File: src/hw/rtl/binary_grid_3x3_count_assert.svh
// ----------------------------------------------------------------------------
// binary_grid_3x3_count assertion macros
// Shared concurrent check forms, clocked on aclk and disabled in reset.
// ----------------------------------------------------------------------------
`ifndef BINARY_GRID_3X3_COUNT_ASSERT_SVH
`define BINARY_GRID_3X3_COUNT_ASSERT_SVH

// Same-cycle implication.
`define BG3C_ASSERT_IMP(name, ante, cons) \
    name: assert property (@(posedge aclk) disable iff (!aresetn) (ante) |-> (cons)) \
        else $error("bg3c: same-cycle check failed");

// Next-cycle implication.
`define BG3C_ASSERT_NXT(name, ante, cons) \
    name: assert property (@(posedge aclk) disable iff (!aresetn) (ante) |=> (cons)) \
        else $error("bg3c: next-cycle check failed");

`endif

File: src/hw/rtl/bg3c_pkg.sv
// ----------------------------------------------------------------------------
// bg3c_pkg
// Field widths, register indexes and shared types of the 3x3 mark counter.
// ----------------------------------------------------------------------------
package bg3c_pkg;

    // Port field widths
    localparam int CELL_CHAR_W   = 8;
    localparam int MARK_COUNT_W  = 4;
    localparam int CELL_COL_W    = 5;
    localparam int CELL_ROW_W    = 12;
    localparam int CFG_INDEX_W   = 2;
    localparam int CFG_DATA_W    = 12;
    localparam int GRID_WIDTH_W  = 6;
    localparam int GRID_HEIGHT_W = 12;

    // Register indexes
    localparam logic [CFG_INDEX_W-1:0] REG_GRID_WIDTH  = 2'd0;
    localparam logic [CFG_INDEX_W-1:0] REG_GRID_HEIGHT = 2'd1;

    // Register reset values
    localparam logic [GRID_WIDTH_W-1:0]  GRID_WIDTH_RST  = 6'd32;
    localparam logic [GRID_HEIGHT_W-1:0] GRID_HEIGHT_RST = 12'd32;

    // A cell is marked when its byte is 'M'
    localparam logic [CELL_CHAR_W-1:0] MARK_BYTE = 8'd77;

    // Largest window count
    localparam logic [MARK_COUNT_W-1:0] MAX_COUNT = 4'd9;

    typedef logic [MARK_COUNT_W-1:0] count_t;

    // One column of the window: row above, center row, row below
    typedef struct packed {
        logic top;
        logic mid;
        logic bot;
    } col3_t;

    // Window control from the sequencer
    typedef struct packed {
        logic shift;      // load a new right-hand column
        logic has_above;  // row above the center exists
        logic has_below;  // row below the center exists
        logic left_a;     // left column exists for the trailing-center count
        logic left_b;     // left column exists for the right-edge count
    } win_ctl_t;

endpackage

File: src/hw/rtl/bg3c_ram.sv
// ----------------------------------------------------------------------------
// bg3c_ram
// Generic single-write, single-read RAM with a registered read port.
// ----------------------------------------------------------------------------
module bg3c_ram #(
    parameter int DATA_W = 2,
    parameter int DEPTH  = 32
) (
    input  logic                                   aclk,
    input  logic                                   we,
    input  logic [((DEPTH > 1) ? $clog2(DEPTH) : 1)-1:0] waddr,
    input  logic [DATA_W-1:0]                      wdata,
    input  logic                                   re,
    input  logic [((DEPTH > 1) ? $clog2(DEPTH) : 1)-1:0] raddr,
    output logic [DATA_W-1:0]                      rdata
);

    logic [DATA_W-1:0] mem [DEPTH];
    logic [DATA_W-1:0] rdata_reg;

    // Write port
    always_ff @(posedge aclk) begin
        if (we) begin
            mem[waddr] <= wdata;
        end
    end

    // Registered read port, held when not enabled
    always_ff @(posedge aclk) begin
        if (re) begin
            rdata_reg <= mem[raddr];
        end
    end

    assign rdata = rdata_reg;

endmodule

File: src/hw/rtl/bg3c_window.sv
// ----------------------------------------------------------------------------
// bg3c_window
// Three-column sliding window and the two 3x3 counts taken from it.
// ----------------------------------------------------------------------------
module bg3c_window (
    input  logic              aclk,
    input  bg3c_pkg::win_ctl_t ctl,
    input  bg3c_pkg::col3_t    col_new,
    output bg3c_pkg::count_t   count_a,
    output bg3c_pkg::count_t   count_b
);
    import bg3c_pkg::*;

    col3_t win_l_reg;
    col3_t win_m_reg;
    col3_t win_r_reg;

    logic [1:0] sum_l;
    logic [1:0] sum_m;
    logic [1:0] sum_r;

    // Marks in one column, rows outside the grid left out
    function automatic logic [1:0] col_sum(col3_t c, logic above, logic below);
        logic [1:0] s;
        s = {1'b0, c.mid} + {1'b0, c.top & above} + {1'b0, c.bot & below};
        return s;
    endfunction

    // Advance the window by one column
    always_ff @(posedge aclk) begin
        if (ctl.shift) begin
            win_l_reg <= win_m_reg;
            win_m_reg <= win_r_reg;
            win_r_reg <= col_new;
        end
    end

    assign sum_l = col_sum(win_l_reg, ctl.has_above, ctl.has_below);
    assign sum_m = col_sum(win_m_reg, ctl.has_above, ctl.has_below);
    assign sum_r = col_sum(win_r_reg, ctl.has_above, ctl.has_below);

    // Center on the middle column, or on the right column at the row's end
    assign count_a = (ctl.left_a ? MARK_COUNT_W'(sum_l) : '0)
                   + MARK_COUNT_W'(sum_m) + MARK_COUNT_W'(sum_r);
    assign count_b = (ctl.left_b ? MARK_COUNT_W'(sum_m) : '0) + MARK_COUNT_W'(sum_r);

endmodule

File: src/hw/rtl/binary_grid_3x3_count.sv
// ----------------------------------------------------------------------------
// binary_grid_3x3_count
// Counts marked cells ('M') in the 3x3 window of every cell of a raster grid.
//
//   channel   dir   handshake            payload
//   s_        in    s_valid / s_ready    s_cell_char
//   m_        out   m_valid / m_ready    m_mark_count, m_cell_col, m_cell_row,
//                                        m_frame_last
//   cfg_      in    cfg_valid/cfg_ready  cfg_index, cfg_data
//
// One cell at a time: a cell is taken in the idle state, its column of the
// store is read and then written back, and one emit state runs per result
// (two results at a row's last column). The last cell of a frame adds a
// flush sweep of the store, column by column. A stalled m_ready holds the
// sequencer in its emit state. Reset sets width and height to 32 and starts
// a new frame; the column store needs no clearing pass.
// ----------------------------------------------------------------------------
`include "binary_grid_3x3_count_assert.svh"

module binary_grid_3x3_count #(
    parameter int MAX_WIDTH = 32,
    parameter int ROW_BITS  = 12
) (
    input  logic                               aclk,
    input  logic                               aresetn,
    input  logic                               s_valid,
    output logic                               s_ready,
    input  logic [bg3c_pkg::CELL_CHAR_W-1:0]   s_cell_char,
    output logic                               m_valid,
    input  logic                               m_ready,
    output logic [bg3c_pkg::MARK_COUNT_W-1:0]  m_mark_count,
    output logic [bg3c_pkg::CELL_COL_W-1:0]    m_cell_col,
    output logic [bg3c_pkg::CELL_ROW_W-1:0]    m_cell_row,
    output logic                               m_frame_last,
    input  logic                               cfg_valid,
    output logic                               cfg_ready,
    input  logic [bg3c_pkg::CFG_INDEX_W-1:0]   cfg_index,
    input  logic [bg3c_pkg::CFG_DATA_W-1:0]    cfg_data
);
    import bg3c_pkg::*;

    localparam int COL_W  = (MAX_WIDTH > 1) ? $clog2(MAX_WIDTH) : 1;
    localparam int WCMP_W = GRID_WIDTH_W + 1;
    localparam int HCMP_W = ((ROW_BITS > GRID_HEIGHT_W) ? ROW_BITS : GRID_HEIGHT_W) + 1;
    localparam logic [HCMP_W-1:0] HMAX = HCMP_W'((64'd1 << ROW_BITS) - 64'd1);

    // Sequencer states
    localparam logic [2:0] ST_IDLE   = 3'd0;
    localparam logic [2:0] ST_READ   = 3'd1;
    localparam logic [2:0] ST_EMIT_A = 3'd2;
    localparam logic [2:0] ST_EMIT_B = 3'd3;
    localparam logic [2:0] ST_FL_ADR = 3'd4;

    logic [2:0]               state_reg, state_next;
    logic [GRID_WIDTH_W-1:0]  cfg_width_reg, cfg_width_next;
    logic [GRID_HEIGHT_W-1:0] cfg_height_reg, cfg_height_next;
    logic [COL_W-1:0]         in_col_reg, in_col_next;
    logic [ROW_BITS-1:0]      in_row_reg, in_row_next;
    logic                     flush_reg, flush_next;
    logic [COL_W-1:0]         job_col_reg, job_col_next;
    logic [ROW_BITS-1:0]      job_row_reg, job_row_next;
    logic                     job_vis_reg, job_vis_next;
    logic                     job_mark_reg, job_mark_next;
    logic                     job_end_reg, job_end_next;
    logic                     job_b_reg, job_b_next;
    logic                     m_valid_reg, m_valid_next;
    count_t                   m_count_reg, m_count_next;
    logic [CELL_COL_W-1:0]    m_col_reg, m_col_next;
    logic [CELL_ROW_W-1:0]    m_row_reg, m_row_next;
    logic                     m_last_reg, m_last_next;

    logic [WCMP_W-1:0] w_raw, eff_w;
    logic [HCMP_W-1:0] h_raw, eff_h;
    logic [COL_W-1:0]  last_col;
    logic [ROW_BITS-1:0] last_row;
    logic [COL_W-1:0]  col_prev;
    logic              s_accept, cfg_accept, out_free, need_a, need_b;

    logic [2:0]          adv_state;
    logic [COL_W-1:0]    adv_col;
    logic [ROW_BITS-1:0] adv_row;
    logic                adv_flush, adv_vis;

    logic             ram_we, ram_re;
    logic [COL_W-1:0] ram_waddr, ram_raddr;
    logic [1:0]       ram_wdata, ram_rdata;

    win_ctl_t win_ctl;
    col3_t    col_new;
    count_t   count_a, count_b;

    // Clamp the configured frame size
    always_comb begin
        w_raw = WCMP_W'(cfg_width_reg);
        if (w_raw == '0) begin
            eff_w = WCMP_W'(1);
        end else if (w_raw > WCMP_W'(MAX_WIDTH)) begin
            eff_w = WCMP_W'(MAX_WIDTH);
        end else begin
            eff_w = w_raw;
        end
        h_raw = HCMP_W'(cfg_height_reg);
        if (h_raw == '0) begin
            eff_h = HCMP_W'(1);
        end else if (h_raw > HMAX) begin
            eff_h = HMAX;
        end else begin
            eff_h = h_raw;
        end
    end

    assign last_col = COL_W'(eff_w - WCMP_W'(1));
    assign last_row = ROW_BITS'(eff_h - HCMP_W'(1));
    assign col_prev = job_col_reg - COL_W'(1);

    assign s_ready    = (state_reg == ST_IDLE);
    assign cfg_ready  = (state_reg == ST_IDLE);
    assign s_accept   = s_valid & s_ready;
    assign cfg_accept = cfg_valid & cfg_ready;
    assign out_free   = !m_valid_reg || m_ready;
    assign need_a     = job_vis_reg && (job_col_reg != '0);
    assign need_b     = job_vis_reg && (job_col_reg == last_col);

    // Column store: {row two above, row just above} per column
    bg3c_ram #(
        .DATA_W (2),
        .DEPTH  (MAX_WIDTH)
    ) u_line_ram (
        .aclk  (aclk),
        .we    (ram_we),
        .waddr (ram_waddr),
        .wdata (ram_wdata),
        .re    (ram_re),
        .raddr (ram_raddr),
        .rdata (ram_rdata)
    );

    assign col_new = '{top: ram_rdata[1], mid: ram_rdata[0],
                       bot: job_mark_reg & !flush_reg};

    assign win_ctl.shift     = (state_reg == ST_READ);
    assign win_ctl.has_above = (job_row_reg != '0);
    assign win_ctl.has_below = !flush_reg;
    assign win_ctl.left_a    = (job_col_reg > COL_W'(1));
    assign win_ctl.left_b    = (job_col_reg != '0);

    bg3c_window u_window (
        .aclk    (aclk),
        .ctl     (win_ctl),
        .col_new (col_new),
        .count_a (count_a),
        .count_b (count_b)
    );

    // Pick what follows the results of the current column
    always_comb begin
        adv_state = ST_IDLE;
        adv_col   = job_col_reg;
        adv_row   = job_row_reg;
        adv_flush = flush_reg;
        adv_vis   = job_vis_reg;
        if (flush_reg) begin
            if (job_col_reg == last_col) begin
                adv_flush = 1'b0;
            end else begin
                adv_state = ST_FL_ADR;
                adv_col   = job_col_reg + COL_W'(1);
            end
        end else if (job_end_reg) begin
            adv_state = ST_FL_ADR;
            adv_col   = '0;
            adv_row   = job_row_reg + ROW_BITS'(1);
            adv_flush = 1'b1;
            adv_vis   = 1'b1;
        end
    end

    // Sequencer: read, write back, emit, flush
    always_comb begin
        state_next      = state_reg;
        cfg_width_next  = cfg_width_reg;
        cfg_height_next = cfg_height_reg;
        in_col_next     = in_col_reg;
        in_row_next     = in_row_reg;
        flush_next      = flush_reg;
        job_col_next    = job_col_reg;
        job_row_next    = job_row_reg;
        job_vis_next    = job_vis_reg;
        job_mark_next   = job_mark_reg;
        job_end_next    = job_end_reg;
        job_b_next      = job_b_reg;
        m_valid_next    = m_valid_reg && !m_ready;
        m_count_next    = m_count_reg;
        m_col_next      = m_col_reg;
        m_row_next      = m_row_reg;
        m_last_next     = m_last_reg;
        ram_re          = 1'b0;
        ram_raddr       = in_col_reg;
        ram_we          = 1'b0;
        ram_waddr       = job_col_reg;
        ram_wdata       = {ram_rdata[0], job_mark_reg};

        unique case (state_reg)
            ST_IDLE: begin
                if (s_accept) begin
                    ram_re        = 1'b1;
                    job_col_next  = in_col_reg;
                    job_row_next  = in_row_reg - ROW_BITS'(1);
                    job_vis_next  = (in_row_reg != '0);
                    job_mark_next = (s_cell_char == MARK_BYTE);
                    job_end_next  = 1'b0;
                    state_next    = ST_READ;
                    if (in_col_reg == last_col) begin
                        in_col_next = '0;
                        if (in_row_reg == last_row) begin
                            in_row_next  = '0;
                            job_end_next = 1'b1;
                        end else begin
                            in_row_next = in_row_reg + ROW_BITS'(1);
                        end
                    end else begin
                        in_col_next = in_col_reg + COL_W'(1);
                    end
                end
            end
            ST_READ: begin
                // Shift the column history down; flush only reads
                ram_we     = !flush_reg;
                job_b_next = need_b;
                if (need_a) begin
                    state_next = ST_EMIT_A;
                end else if (need_b) begin
                    state_next = ST_EMIT_B;
                end else begin
                    state_next   = adv_state;
                    job_col_next = adv_col;
                    job_row_next = adv_row;
                    flush_next   = adv_flush;
                    job_vis_next = adv_vis;
                end
            end
            ST_EMIT_A: begin
                if (out_free) begin
                    m_valid_next = 1'b1;
                    m_count_next = count_a;
                    m_col_next   = CELL_COL_W'(col_prev);
                    m_row_next   = CELL_ROW_W'(job_row_reg);
                    m_last_next  = 1'b0;
                    if (job_b_reg) begin
                        state_next = ST_EMIT_B;
                    end else begin
                        state_next   = adv_state;
                        job_col_next = adv_col;
                        job_row_next = adv_row;
                        flush_next   = adv_flush;
                        job_vis_next = adv_vis;
                    end
                end
            end
            ST_EMIT_B: begin
                if (out_free) begin
                    m_valid_next = 1'b1;
                    m_count_next = count_b;
                    m_col_next   = CELL_COL_W'(job_col_reg);
                    m_row_next   = CELL_ROW_W'(job_row_reg);
                    m_last_next  = flush_reg;
                    state_next   = adv_state;
                    job_col_next = adv_col;
                    job_row_next = adv_row;
                    flush_next   = adv_flush;
                    job_vis_next = adv_vis;
                end
            end
            ST_FL_ADR: begin
                ram_re     = 1'b1;
                ram_raddr  = job_col_reg;
                state_next = ST_READ;
            end
            default: begin
                state_next = ST_IDLE;
                flush_next = 1'b0;
            end
        endcase

        // A write to the width or height register restarts the frame
        if (cfg_accept) begin
            unique case (cfg_index)
                REG_GRID_WIDTH: begin
                    cfg_width_next = GRID_WIDTH_W'(cfg_data);
                    in_col_next    = '0;
                    in_row_next    = '0;
                end
                REG_GRID_HEIGHT: begin
                    cfg_height_next = GRID_HEIGHT_W'(cfg_data);
                    in_col_next     = '0;
                    in_row_next     = '0;
                end
                default: begin
                end
            endcase
        end
    end

    // Control registers
    always_ff @(posedge aclk) begin
        if (!aresetn) begin
            state_reg      <= ST_IDLE;
            cfg_width_reg  <= GRID_WIDTH_RST;
            cfg_height_reg <= GRID_HEIGHT_RST;
            in_col_reg     <= '0;
            in_row_reg     <= '0;
            flush_reg      <= 1'b0;
            m_valid_reg    <= 1'b0;
        end else begin
            state_reg      <= state_next;
            cfg_width_reg  <= cfg_width_next;
            cfg_height_reg <= cfg_height_next;
            in_col_reg     <= in_col_next;
            in_row_reg     <= in_row_next;
            flush_reg      <= flush_next;
            m_valid_reg    <= m_valid_next;
        end
    end

    // Job and result payload
    always_ff @(posedge aclk) begin
        job_col_reg  <= job_col_next;
        job_row_reg  <= job_row_next;
        job_vis_reg  <= job_vis_next;
        job_mark_reg <= job_mark_next;
        job_end_reg  <= job_end_next;
        job_b_reg    <= job_b_next;
        m_count_reg  <= m_count_next;
        m_col_reg    <= m_col_next;
        m_row_reg    <= m_row_next;
        m_last_reg   <= m_last_next;
    end

    assign m_valid      = m_valid_reg;
    assign m_mark_count = m_count_reg;
    assign m_cell_col   = m_col_reg;
    assign m_cell_row   = m_row_reg;
    assign m_frame_last = m_last_reg;

    // Checks
    `BG3C_ASSERT_NXT(a_accept_reads, s_valid && s_ready, state_reg == ST_READ)
    `BG3C_ASSERT_IMP(a_count_range, m_valid, m_mark_count <= MAX_COUNT)
    `BG3C_ASSERT_IMP(a_last_at_edge, m_valid && m_frame_last, m_cell_col == CELL_COL_W'(last_col))
    `BG3C_ASSERT_IMP(a_no_write_in_flush, ram_we, !flush_reg && state_reg == ST_READ)

endmodule

File: config.mk
export PLATFORM = sky130hd
export DESIGN_NAME = binary_grid_3x3_count
export DESIGN_NICKNAME = d
export VERILOG_FILES = /design/src/hw/rtl/bg3c_pkg.sv /design/src/hw/rtl/bg3c_ram.sv /design/src/hw/rtl/bg3c_window.sv /design/src/hw/rtl/binary_grid_3x3_count.sv
export VERILOG_INCLUDE_DIRS = /design/src /design/src/hw/rtl
export SDC_FILE = /design/constraint.sdc
export NUM_CORES = 1
export LEC_CHECK = 0
export BUFFER_PORTS_ARGS = -buffer_cell sky130_fd_sc_hd__buf_2
export CORE_MARGIN = 2
export CORE_UTILIZATION = 60
export DETAILED_ROUTE_END_ITERATION = 8
export PLACE_DENSITY = 0.85
export SLEW_MARGIN = 30
export SYNTH_ARGS = -nofsm -noshare
export SYNTH_HDL_FRONTEND = slang
export SYNTH_HIERARCHICAL = 1
export SYNTH_SLANG_ARGS = --single-unit
File: constraint.sdc
create_clock -name aclk -period 3.61 [get_ports aclk]
set_input_delay 0.722 -clock aclk [delete_from_list [all_inputs] [get_ports aclk]]
set_output_delay 0.722 -clock aclk [all_outputs]
set_load 0.1 [all_outputs]
Yosys cells after proc, flatten, opt, wreduce, memory -nomap -nowiden
Memories as Yosys holds them, arrays and structs flattened. A register that Yosys moved wholly into a read port is not among the register bits.
Cells that the tools add are included.
- $add $sub $neg: 17
- multiply operators: 0
- divide/modulo/power cells: 0
- order comparisons: 2
- eq/ne operators: 15
- shifts and indexed selects: 0
- muxes and demuxes: 81
- bitwise gates (word level): 10
- reductions and logical operators: 27
- operators by type and width (kind ; number):
    2-to-1 mux 12 bit ; 15
    2-to-1 mux 5 bit ; 19
    case mux 12 bit (4 select lines) ; 1
    2-to-1 mux 3 bit ; 9
    2-to-1 mux 1 bit ; 25
    adder 12 x 1 -> 12 bit (second input constant) ; 2
    nonzero test 12 bit ; 2
    subtractor 12 x 1 -> 12 bit (second input constant) ; 2
    case mux 5 bit (4 select lines) ; 1
    case mux 3 bit (5 select lines) ; 1
    adder 4 x 2 -> 4 bit ; 3
    equality test 12 bit ; 1
    logical NOT 12 bit ; 1
    adder 5 x 1 -> 5 bit (second input constant) ; 2
    equality test 5 bit ; 2
    != test 2 bit (second input constant) ; 5
    case mux 5 bit (2 select lines) ; 1
    subtractor 5 x 1 -> 5 bit (second input constant) ; 2
    bitwise AND 1 bit ; 9
    equality test 8 x 7 -> 1 bit (second input constant) ; 1
    2-to-1 mux 4 bit ; 2
    case mux 1 bit (4 select lines) ; 2
    case mux 4 bit (2 select lines) ; 1
    AND reduction 2 bit ; 4
    other kinds (25) ; 39
- bits in registers: 92
- latch bits: 0
- bits in writable memories: 64
- memory bits (read-only): 0
- input port bits: 27
- output and inout bits: 25
- logic and storage cells: 179
- memories kept: 1
- memory list (memory ; depth ; width ; read ports ; clocked after Yosys merged registers in ; write ports ; line ; source):
    u_line_ram.mem ; 32 ; 2 ; 1 ; 1 ; 1 ; bg3c_ram.sv:18 ; logic [DATA_W-1:0] mem [DEPTH];

Longest topological paths before layout
Gate-level depths: netlist of run 1.
- word-level depth: 10
- depth in mapped cells: 12
- gate-level depth less buffers: 12

Cells and area by module
Netlist of run 1, hierarchy kept.
- by module, submodules not included (module ; times used ; cells each ; area an instance (µm²) ; seq. area each (µm²)):
    binary_grid_3x3_count ; 1 ; 502 ; 4838.4 ; 2092.0
    bg3c_ram ; 1 ; 184 ; 2803.9 ; 1981.9
    bg3c_window ; 1 ; 36 ; 516.7 ; 270.3

Worst setup path after synthesis of run 1
OpenSTA, ideal clock, no wires.
- path kind: register to register
- start: register state_reg[0]
- end: register in_row_reg[8]
- library setup time: 0.121 ns
- arrival: 4.549 ns
- required time: 3.489 ns
- setup slack: -1.060 ns
- cell stages (with the launch flop): 11
- buffers on the path: 2
- period minus slack after synthesis: 4.670 ns
- path through: dfxtp_1 -> clkbuf_1 -> nor3_1 -> nand2_1 -> clkinv_1 -> nand3_1 -> or4_1 -> buf_6 -> nor4_4 -> xnor2_1 -> nor2_2
- longest elaborated chain between the ends: 6
- elaborated cells on any way between the ends: 7
- those cells by class: 4 x mux; 2 x bitwise; 1 x reduce/logical
- ends and longest elaborated chain (element ; line ; source):
    start: declaration ; binary_grid_3x3_count.sv:54 ; logic [2:0] state_reg, state_next;
    start signal: assignment ; binary_grid_3x3_count.sv:315 ; state_reg <= state_next;
    logical NOT 3 bit * ; binary_grid_3x3_count.sv:117 ; assign cfg_ready = (state_reg == ST_IDLE);
    net cfg_ready ; binary_grid_3x3_count.sv:36 ; output logic cfg_ready,
    bitwise AND 1 bit ; binary_grid_3x3_count.sv:118 ; assign s_accept = s_valid & s_ready;
    2-to-1 mux 12 bit ; binary_grid_3x3_count.sv:205 ; if (s_accept) begin
    2-to-1 mux 12 bit ; binary_grid_3x3_count.sv:203 ; unique case (state_reg)
    2-to-1 mux 12 bit ; binary_grid_3x3_count.sv:287 ; unique case (cfg_index)
    2-to-1 mux 12 bit * ; binary_grid_3x3_count.sv:286 ; if (cfg_accept) begin
    end signal: assignment ; binary_grid_3x3_count.sv:319 ; in_row_reg <= in_row_next;
    end: declaration ; binary_grid_3x3_count.sv:58 ; logic [ROW_BITS-1:0] in_row_reg, in_row_next;
Mark *: on every way through the listed nets, which the timed path passes. The rest lies on a longest branch.
A chain may end at the register's enable or synchronous reset.

==> metrics.txt, run 1 <==
met1 Usage GRT 0.295; worst reg2reg path depth 11; P per Cell Area 598 mW/mm^2; first-pass GRT wire length 28,800 um; Initial Util 0.616; CTS Sinks 158; Pre-antenna DRT Iters 5; flops & latches, synth 158; final hold violation count 0; worst min path class flip-flop to flip-flop; Layout area overhead 13.8%; Max Cap Violations 0; RSZ-0062 raised after global routing no; Num CTS Buffers 17; # DRC 0; leading area contributor after synthesis edfxtp_1; # port buffers 51; gpl congestion 0.917; Netlist cell types 70; final net count 821; DP HPWL 12,100 um; wire length per cell 18.7 um; Final min period 3460 ps; crit path kind flip-flop to flip-flop; crit path launch job_row_reg[0]; crit path launch type flip-flop; largest net degree at the start of global routing 34; fin crit share 0.958; leading post-synthesis cells by cell area edfxtp_1 43%, dfxtp_1 9.8%, mux2i_1 6.6%; Synth Flop Type edfxtp_1; total power 0.00556 W; mean number of vias per cell 6.03; status finished clean; CP most frequent cell ha_1; IO Pins 52; synth cell count leaders 118 x edfxtp_1, 72 x nor2_1, 54 x mux2i_1; global route total overflow 0; Syn Nets 769; Min Hold Slack 429 ps; max FFs per register 64; core footprint 0.0132 mm^2; row cnt 42; Slew HR 0.411; CTS clock-pin slew for the worst setup and hold paths 70 ps; Slowest-stage cell, CP fa_1; r2r setup slk 150 ps; setup_tns 0 ps; initial antenna violation count 0; Worst path depth 11; CP endpoint m_mark_count[2]; Die Area 0.0145 mm^2; Critical Path Fanout Max 4; CP required 3790 ps; Top reg by flops u_line_ram/mem; worst-margin pin slew 880 ps; Async SR Flop Fraction 0; gr usage total 0.258; top-area cell type share of the netlist area 0.434; RR Endpoint m_mark_count[2]; met3 Track Usage GR 0.0689; CP cell instances inv_1 -> ha_1 -> nor4b_1 -> nand3_1 -> and2_1 -> fa_1 -> and2_1 -> fa_1 -> ha_1 -> ha_1 -> mux2_2; met2 Use GR 0.454; Final Slew Violations 0; Syn. warnings 6; CTS HTree Levels 4; layout cells sized above 1 0.163; Post-synth EDFFs 118; clock latency on the worst-skew pair 430 ps; die width 121 um; final wirelength 18,000 um; Post-Synthesis Cells 722; most common cell in the netlist edfxtp_1; count of final setup violators 0; clk_skew 9.57 ps; Worst IR Drop VDD 396 uV; Vert. Die Dim 121 um; vias in the first global route 5,819; first-iteration detailed-routing DRC count 483; n_diodes 0; crit-path max cell delay 490 ps; Worst setup EP type flip-flop; Fmax 0.289 GHz; critical path's top delay family adder cells; Final ANT Viol Nets 0; crit path DAT 3640 ps; Max Buffers Root-to-Sink 2; grt peak-use layer met2; CTS tree done; Vias 5,808; Mean Syn Cell Area 11.3 um^2; Seq/Total Area, Yosys 0.532; Bufs and invs on worst path 1; Root Buffer clkbuf_16; Leakage 3.38 nW; R2R Path Start job_row_reg[0]; post-synthesis cell area 0.00816 mm^2
where the power goes:
group          leakage [nW]  total, W  switching (W)  internal (W)
Combinational          1.67   0.00126       0.000825      0.000435
Clock                 0.318   0.00200       0.000756       0.00124
Sequential             1.39   0.00230       0.000125       0.00217
routing by layer:
metal  vias to the layer above  wire length, um
li1                       2726                -
met1                      2817             6780
met2                       222             9460
met3                        43             1190
met4                         0              525
met5                         -                0
worst register-to-register path, stage by stage (launching register included):
cell and delay [ps]:
edfxtp_1 430, inv_1 110, ha_1 140, nor4b_1 260, nand3_1 250, and2_1 230
fa_1 350, and2_1 180, fa_1 490, ha_1 220, ha_1 280, mux2_2 270
final cells by class:
| class | count | area, um^2 |
|---|---|---|
| clock inverters | 14 | 230 |
| multi-input cells | 503 | 3560 |
| fillers | 941 | 3960 |
| inverters | 23 | 86.3 |
| clock buffers | 18 | 429 |
| well taps | 176 | 220 |
| flip-flops and latches | 158 | 4340 |
| repair buffers | 71 | 413 |
what timing repair did:
| item | in CTS | in global routing |
|---|---|---|
| endpoints found under the setup margin | 0 | 11 |
| buffers inserted | 0 | 1 |
| gates resized for setup | 0 | 3 |
| hold buffers | 0 | 0 |
cells by family (layout without fill, tap and decap cells):
| kind of cell | count (synthesis) | count (layout) | synth area share |
|---|---|---|---|
| AND/OR/NAND/NOR | 277 | 277 | 0.181 |
| flip-flops | 158 | 158 | 0.532 |
| AO/OA/AOI/OAI | 79 | 79 | 0.0673 |
| XOR/XNOR | 63 | 63 | 0.0693 |
| multiplexers | 63 | 63 | 0.0787 |
| buffers and inverters | 61 | 126 | 0.0345 |
| adder cells (fa/ha/maj) | 20 | 20 | 0.0362 |
| other | 1 | 1 | 0.000460 |
through the flow:
stage	instances	worst slack, ps	utilization	cell area, um^2
3_3_place_gp	928	263	0.648	8580
5_1_grt	963	18.9	0.701	9290
3_5_place_dp	928	87.0	0.648	8580
2_1_floorplan	722	56.2	-	8160
6_report	963	152	0.701	9290
4_1_cts	960	40.7	0.698	9240
cell usage in the layout (no fill, tap or decap), types with 4 or more instances in the layout:
cell,n
bufinv_16,5
nand3_1,24
nor3_2,5
a21oi_1,18
inv_6,5
and3_1,7
nor3_1,16
xnor2_1,42
inv_1,22
dfxtp_1,40
or3b_1,4
o21ai_0,12
nand2b_1,5
edfxtp_1,118
nand3b_1,8
nor4_1,8
nand4_1,10
xor2_1,20
ha_1,14
nor2b_1,27
clkbuf_16,17
mux2i_1,54
nand4b_1,5
buf_4,18
or4_1,4
nor2_1,72
nand2_1,53
a31oi_1,5
and2_1,9
buf_2,51
a22oi_1,14
mux2_2,9
fa_1,6
worst min path at each step:
stage,from,to,slack [ps],depth (start not counted)
after global routing,u_line_ram/rdata[1],u_window/win_r_reg[2],430,0
after CTS,u_line_ram/rdata[1],u_window/win_r_reg[2],430,0
final,u_line_ram/rdata[1],u_window/win_r_reg[2],430,0
after floorplan,u_line_ram/rdata[1],u_window/win_r_reg[2],400,0
after global placement,u_line_ram/rdata[1],u_window/win_r_reg[2],410,0
after detailed placement,u_line_ram/rdata[1],u_window/win_r_reg[2],420,0
Note: power is estimated with default switching activity, not from simulation.
==> run 2, diff against run 1 <==
--- a/config.mk
+++ b/config.mk
@@ -10,6 +10,7 @@
 export CORE_MARGIN = 2
 export CORE_UTILIZATION = 60
 export DETAILED_ROUTE_END_ITERATION = 8
+export MAX_ROUTING_LAYER = met4
 export PLACE_DENSITY = 0.85
 export SLEW_MARGIN = 30
 export SYNTH_ARGS = -nofsm -noshare
==> constraint.sdc (replaced) <==
create_clock -name aclk -period 3.61 [get_ports aclk]
set_input_delay 0.722 -clock aclk [delete_from_list [all_inputs] [get_ports aclk]]
set_output_delay 0.722 -clock aclk [all_outputs]
set_load 0.02 [all_outputs]
==> metrics.txt, run 2 (synthesis gave the netlist of run 1 again) <==
Die Area 0.0145 mm^2; # port buffers 51; crit-path max cell delay 480 ps; first-iteration detailed-routing DRC count 461; mean number of vias per cell 6.15; commonest non-fill, non-tap cell in the layout edfxtp_1; DP HPWL 12,500 um; Initial Util 0.616; Final min period 3410 ps; Num CTS Buffers 17; Worst IR Drop VDD 255 uV; final hold violation count 0; crit path DAT 3580 ps; max FFs per register 64; Bufs and invs on worst path 1; worst min path class flip-flop to flip-flop; core footprint 0.0132 mm^2; Max Buffers Root-to-Sink 2; n_diodes 0; critical path's top delay family adder cells; CP cell instances inv_1 -> ha_1 -> nor4b_1 -> nand3_1 -> and2_1 -> fa_1 -> and2_1 -> fa_1 -> ha_1 -> ha_1 -> mux2_2; Post-Layout Inst Area 0.00918 mm^2; clk_skew 6.56 ps; most frequent cells in the layout 118 x edfxtp_1, 72 x nor2_1, 54 x mux2i_1, 53 x nand2_1, 51 x buf_2; final net count 822; gpl congestion 0.896; CTS tree done; Pre-antenna DRT Iters 5; Vert. Die Dim 121 um; worst-margin pin slew 882 ps; largest net degree at the start of global routing 34; status finished clean; Critical Path Fanout Max 4; Slowest-stage cell, CP fa_1; count of final setup violators 0; Top reg by flops u_line_ram/mem; Vias 5,926; CTS clock-pin slew for the worst setup and hold paths 60 ps; Max Cap Violations 0; gr usage total 0.273; fin crit share 0.945; crit path launch type flip-flop; initial antenna violation count 0; r2r setup slk 200 ps; setup_tns 0 ps; post-place instance area 0.00859 mm^2; layout cells sized above 1 0.156; CTS HTree Levels 4; CP required 3780 ps; vias in the first global route 5,964; CP most frequent cell ha_1; # DRC 0; Fmax 0.293 GHz; CTS Sinks 158; Worst setup EP type flip-flop; row cnt 42; Root Buffer clkbuf_16; final wirelength 18,600 um; Hold-fix buffers, CTS 0; crit path kind flip-flop to flip-flop; Layout area overhead 12.5%; die width 121 um; Leakage 3.33 nW; Final Slew Violations 0; clock latency on the worst-skew pair 420 ps; global route total overflow 0; wire length per cell 19.3 um; first-pass GRT wire length 29,600 um; Slew HR 0.410; RSZ-0062 raised after global routing no; P per Cell Area 553 mW/mm^2; total power 0.00507 W; Final ANT Viol Nets 0; IO Pins 52
## run 2: cell types whose count changed in the layout (fill, tap and decap cells not counted), moves of 2 or more
cell / before / now
clkinv_4: 2 / 0
clkinv_1: 1 / 3
clkbuf_1: 1 / 4
clkinv_2: 0 / 4
bufinv_16: 5 / 1
inv_6: 5 / 0
clkbuf_8: 0 / 3
## run 2: repair_timing
item	4_1_cts	5_1_grt
setup buffers	0	0
hold endpoints to repair	0	0
gates resized for setup	0	3
endpoints found under the setup margin	0	10
## run 2: power breakdown
group          leakage (nW)  switching, W  internal (W)
clock                 0.269      0.000663      0.000993
sequential             1.39      0.000132       0.00217
combinational          1.67      0.000669      0.000443
total                  3.33       0.00146       0.00361
## run 2: final cells by class
class                   count  area [um^2]
inverters                  23         86.3
repair buffers             72          424
multi-input cells         503         3560
flip-flops and latches    158         4340
clock inverters             8         65.1
clock buffers              24          482
fillers                   955         4060
well taps                 176          220
## run 2: worst paths after layout
check                                         start                     to  cells past startpoint
worst max-delay path                 job_row_reg[0]        m_mark_count[2]                     11
worst min-delay path            u_line_ram/rdata[1]  u_window/win_r_reg[2]                      0
worst max register to register       job_row_reg[0]        m_mark_count[2]                     11
worst min register to register  u_line_ram/rdata[1]  u_window/win_r_reg[2]                      0
## run 2: per-stage QoR
| step | utilization | setup slack [ps] | cells | hold WS, ps |
|---|---|---|---|---|
| finish | 0.693 | 198 | 964 | 438 |
| global route | 0.693 | 47.4 | 964 | 446 |
| CTS | 0.690 | 86.4 | 962 | 442 |
| detailed placement | 0.648 | 105 | 930 | 415 |
| floorplan | - | 508 | 722 | 400 |
| global placement | 0.648 | 315 | 930 | 423 |
## run 2: routing by layer
| layer | share of wire | routed length (um) | GRT usage | vias to the layer above |
|---|---|---|---|---|
| li1 | - | - | - | 2720 |
| met1 | 0.38 | 7010 | 0.306 | 2878 |
| met2 | 0.53 | 9790 | 0.473 | 274 |
| met3 | 0.066 | 1220 | 0.0580 | 54 |
| met4 | 0.031 | 572 | 0.117 | 0 |
| met5 | 0 | 0 | - | - |
